==> config.mk <==
export PLATFORM = sky130hd
export DESIGN_NAME = mmf_kept
export DESIGN_NICKNAME = d
export VERILOG_FILES = /design/src/rtl/mmf_pkg.sv /design/src/rtl/mmf_kept.sv
export SDC_FILE = /design/constraint.sdc
export NUM_CORES = 2
export LEC_CHECK = 0
export BUFFER_PORTS_ARGS = -buffer_cell sky130_fd_sc_hd__buf_4
export CORE_ASPECT_RATIO = 0.7
export CORE_MARGIN = 3
export CORE_UTILIZATION = 58
export DETAILED_ROUTE_END_ITERATION = 16
export PLACE_DENSITY = 0.82
export SETUP_SLACK_MARGIN = 0.4
export SYNTH_ARGS = -nofsm -noshare
export SYNTH_HDL_FRONTEND = slang
export SYNTH_SLANG_ARGS = --single-unit
export TNS_END_PERCENT = 20
==> constraint.sdc <==
create_clock -name clk -period 15.2 [get_ports clk]
set_input_delay 2.28 -clock clk [delete_from_list [all_inputs] [get_ports clk]]
set_output_delay 2.28 -clock clk [all_outputs]
set_load 0.005 [all_outputs]
==> src/rtl/mmf_pkg.sv <==
// shared types, widths and helpers of the maximal mask filter
package mmf_pkg;

  localparam int WORD_W = 64;
  localparam int CNT_W  = 7;

  typedef struct packed {
    logic [WORD_W-1:0] point_x_bits;
    logic [WORD_W-1:0] point_y_bits;
    logic [WORD_W-1:0] disc_mask;
    logic              last_item;
  } in_item_t;

  typedef struct packed {
    logic [WORD_W-1:0] kept_x_bits;
    logic [WORD_W-1:0] kept_y_bits;
    logic [WORD_W-1:0] kept_mask;
    logic [CNT_W-1:0]  member_count;
    logic              final_result;
    logic              overflowed;
  } out_item_t;

  // one stored candidate
  typedef struct packed {
    logic [WORD_W-1:0] pt_x;
    logic [WORD_W-1:0] pt_y;
    logic [WORD_W-1:0] mask;
    logic [CNT_W-1:0]  count;
  } cand_t;

  // pairwise adder tree, six levels for the 64-bit word
  function automatic logic [CNT_W-1:0] popcnt(input logic [WORD_W-1:0] v);
    logic [1:0] s2  [32];
    logic [2:0] s4  [16];
    logic [3:0] s8  [8];
    logic [4:0] s16 [4];
    logic [5:0] s32 [2];
    for (int i = 0; i < 32; i++) begin
      s2[i] = {1'b0, v[2*i]} + {1'b0, v[2*i+1]};
    end
    for (int i = 0; i < 16; i++) begin
      s4[i] = {1'b0, s2[2*i]} + {1'b0, s2[2*i+1]};
    end
    for (int i = 0; i < 8; i++) begin
      s8[i] = {1'b0, s4[2*i]} + {1'b0, s4[2*i+1]};
    end
    for (int i = 0; i < 4; i++) begin
      s16[i] = {1'b0, s8[2*i]} + {1'b0, s8[2*i+1]};
    end
    for (int i = 0; i < 2; i++) begin
      s32[i] = {1'b0, s16[2*i]} + {1'b0, s16[2*i+1]};
    end
    return {1'b0, s32[0]} + {1'b0, s32[1]};
  endfunction

endpackage

==> src/rtl/mmf_kept.sv <==
// survivor mask list with a registered read and the subset test on its output
module mmf_kept #(
  parameter int DEPTH  = 64,
  parameter int ADDR_W = $clog2(DEPTH)
) (
  input  logic                      clk,
  input  logic                      wr_en,
  input  logic [ADDR_W-1:0]         wr_addr,
  input  logic [mmf_pkg::WORD_W-1:0] wr_mask,
  input  logic [ADDR_W-1:0]         rd_addr,
  input  logic [mmf_pkg::WORD_W-1:0] probe_mask,
  output logic                      covered
);
  import mmf_pkg::*;

  logic [WORD_W-1:0] kept_mem_r [DEPTH];
  logic [WORD_W-1:0] rd_mask_r;

  // probe is covered when it has no bit outside the stored mask
  assign covered = ((probe_mask & ~rd_mask_r) == '0);

  always_ff @(posedge clk) begin
    if (wr_en) begin
      kept_mem_r[wr_addr] <= wr_mask;
    end
    rd_mask_r <= kept_mem_r[rd_addr];
  end

endmodule

==> flow_summary.yaml <==
floorplanning:
  die_y_microns: 441
  initial_core_util: 0.584
  die_area_sq_um: 277000
  coreArea_sq_um: 269000
  io_pins: 143
  rows: 159
  die_w_microns: 628
logic_synthesis:
  postSynthAreaPerCell_sq_um: 23.4
  synthesis.nets: 6842
  ys.flop_type: "edfxtp_1"
  ys.warnings.count: 0
  synthArstFlopShare: 0
  syn_area_sq_um: 157000
  ys_ff_latch: 4160
  netlist_top_cells_area: "edfxtp_1, mux4_2, mux2i_1"
  synth_cell_types: 36
  ys_seq_area_frac: 0.792
  synth_top_area_frac: 0.784
  syn_inst: 6700
  yosys.area.top_type: "edfxtp_1"
  synth-edff-count: 4096
power_and_ir_drop:
  clkPwrFrac: 0.405
  finalPower_mw: 23.4
  power.leakage_nw: 54.4
  p_sw_mw: 5.07
  seq_power_share: 0.546
  irDropWorstVdd_mv: 0.123
  power.density_nw_per_um2: 134
  swShare: 0.216
  intPower_mw: 18.3
  power_frac_comb: 0.049
sta:
  hold_viol: 0
  rsz0062_at_grt: "no"
  fin_worst_skew_ns: 0.0571
  worst_hold_slack_ns: 0.882
  worstMarginPinSlew_ns: 1.54
  setup_tns_ns: 0
  fmax_ghz: 0.155
  layout_min_cycle_time_ns: 6.47
  setup_viol: 0
  relSlewSlack: -0.0290
  slew_violations: 61
  min_period_over_period: 0.426
clock_tree:
  worst_skew_pair.late_latency_ns: 0.90
  cts_buffers: 355
  cts_tree: "done"
  cts_sinks: 4160
  cts_buffer_depth: 4
  cts_resized: 0
  clkTransAtPathRegs_ns: 0.07
  post_cts_buffers: 0
  htreeDepth: 5
  root_buffer: "clkbuf_16"
  cts_hold_buf: 0
place:
  dp.cells: 10200
  place_area_sq_um: 163000
  hpwl_microns: 236000
  port-buffer-count: 142
  gp_congestion: 0.834
worst_setup_path:
  arrival_ns: 4.19
  crit_top_cell: "buf_4"
  path_depth: 8
  slowest_delay_ns: 1.16
  slowest_stage: "o22ai_1"
  crit_buf_inv: 4
  setup.worst_path.end: "covered"
  path_max_fanout: 1
  r2r_cells: 5
  crit_path_start: "probe_mask[45]"
  worstSetupStartpointType: "input pin"
  r2r-end: "rd_mask_r[47]"
  cp.required_ns: 12.92
  ff2ff_setup_slack_ns: 13.03
  critical_path_class: "input pin to output pin"
  timing.rr.start: "kept_mem_r[54][47]"
  critPathTopFamily: "compound AO/OA/AOI/OAI gates"
  cp_cell_sequence: "buf_4 > inv_1 > o22ai_1 > nor4_2 > buf_4 > nand4_1 > nor3_1 > buf_4"
  endpoint_kind: "output pin"
finish:
  final_area_sq_um: 175000
  finalNonFillerCells: 10900
  final_nets: 7164
  areaGrowthSynthToFinish_pct: 11.3
  nFillCells: 15600
  drive_gt1_frac: 0.271
global_route:
  grt_pass1_wl_microns: 682000
  grt_pass1_vias: 83800
  grt_start_max_net_pins: 140
  grt.total_usage: 0.364
  grt_antenna_before_repair: 62
  overflow: 0
routing:
  dr.pass1.iters: 6
  route.vias.total: 83300
  dr.first_iter.drc_count: 17200
  ant_nets: 0
  vias_per_cell: 7.65
  drt_wl_total_microns: 497000
  wl_per_cell_microns: 45.6
  drc: 0
status:
  outcome: "finished, violations left"
  violations: "capacitance limit, slew limit"
hold_path:
  min_path_type: "register to register"
job:
  maxCapViolCount: 4
-- layout by cell type, fill, tap and decap left out, types with 45 or more instances in the layout --
cell,count
mux2i_1,135
mux4_2,1024
a211oi_1,62
clkbuf_1,75
dfxtp_1,64
edfxtp_1,4096
clkinv_2,51
inv_1,77
clkinv_1,65
nor2_1,47
o22ai_1,102
a22o_1,88
clkbuf_16,368
buf_4,322
nand2_1,55
a22oi_1,168
nor2_4,65
diode_2,45
nand3_1,45
and3_1,64
-- Yosys cell counts, types with 64 or more instances --
cell / number
a22o_1: 88
a22oi_1: 168
and3_1: 64
buf_2: 171
clkbuf_1: 138
dfxtp_1: 64
edfxtp_1: 4096
inv_1: 77
mux2i_1: 135
mux4_2: 1024
nor2_1: 112
o22ai_1: 103
-- registers in the layout (all words and copies together), names as in the netlist --
| name | cells |
|---|---|
| kept_mem_r | 4096 |
| rd_mask_r | 64 |
-- how the worst min path moves through the flow --
stage                        from            end  slack, ns  depth (start not counted)
2_1_floorplan  kept_mem_r[30][61]  rd_mask_r[61]       0.79                          4
3_3_place_gp   kept_mem_r[52][48]  rd_mask_r[48]       0.82                          4
3_5_place_dp   kept_mem_r[55][48]  rd_mask_r[48]       0.86                          4
4_1_cts        kept_mem_r[38][30]  rd_mask_r[30]       0.87                          4
5_1_grt        kept_mem_r[38][30]  rd_mask_r[30]       0.93                          4
6_report       kept_mem_r[38][30]  rd_mask_r[30]       0.88                          4
-- through the flow --
step,worst slack (ns),utilization
2_1_floorplan,7.48,-
3_3_place_gp,8.26,0.606
3_5_place_dp,8.20,0.606
4_1_cts,9.00,0.650
5_1_grt,8.67,0.650
6_report,8.73,0.650
-- power by group through the flow --
stage / Sequential [mW] / Combinational (mW) / Clock [mW]
CTS: 12.8 / 1.10 / 9.45
global route: 12.8 / 1.17 / 9.84
finish: 12.8 / 1.14 / 9.48
detailed placement: 13.0 / 1.06 / 0
global placement: 13.0 / 1.03 / 0
floorplan: 13.0 / 0.605 / 0
-- logic make-up (layout without fill, tap and decap cells) --
family                 count (synthesis)  count (layout)  synth area share
AO/OA/AOI/OAI                        534             534            0.0260
flip-flops                          4160            4160             0.792
AND/OR/NAND/NOR                      400             400            0.0129
buffers and inverters                447            1058            0.0131
multiplexers                        1159            1159             0.156
other                                  0              45                 0
-- worst min-delay path, cell delays in order (launching register included) --
cell      delay [ns]
edfxtp_1        0.32
mux4_2          0.23
a22oi_1         0.08
nand3_1         0.10
and3_1          0.14
-- layer usage --
layer,vias to the layer above,wire length [microns],part of all wire,track usage
li1,29400,-,-,-
met1,42100,146000,0.29,0.451
met2,9596,221000,0.45,0.531
met3,2170,90000,0.18,0.153
met4,48,39400,0.079,0.234
met5,-,330,0.00066,0.000176
-- final cells by class --
type / count / area (sq um) / share of cell area
Antenna cell: 45 / 113 / 0.000645
Clock inverter: 181 / 1930 / 0.0111
Tap cell: 3542 / 4430 / 0.0254
Clock buffer: 465 / 9790 / 0.0561
Timing Repair Buffer: 335 / 2680 / 0.0153
Inverter: 77 / 289 / 0.00166
Multi-Input combinational cell: 2093 / 31100 / 0.178
Sequential cell: 4160 / 124000 / 0.712
No activity file was read; power rests on OpenSTA's default activity.
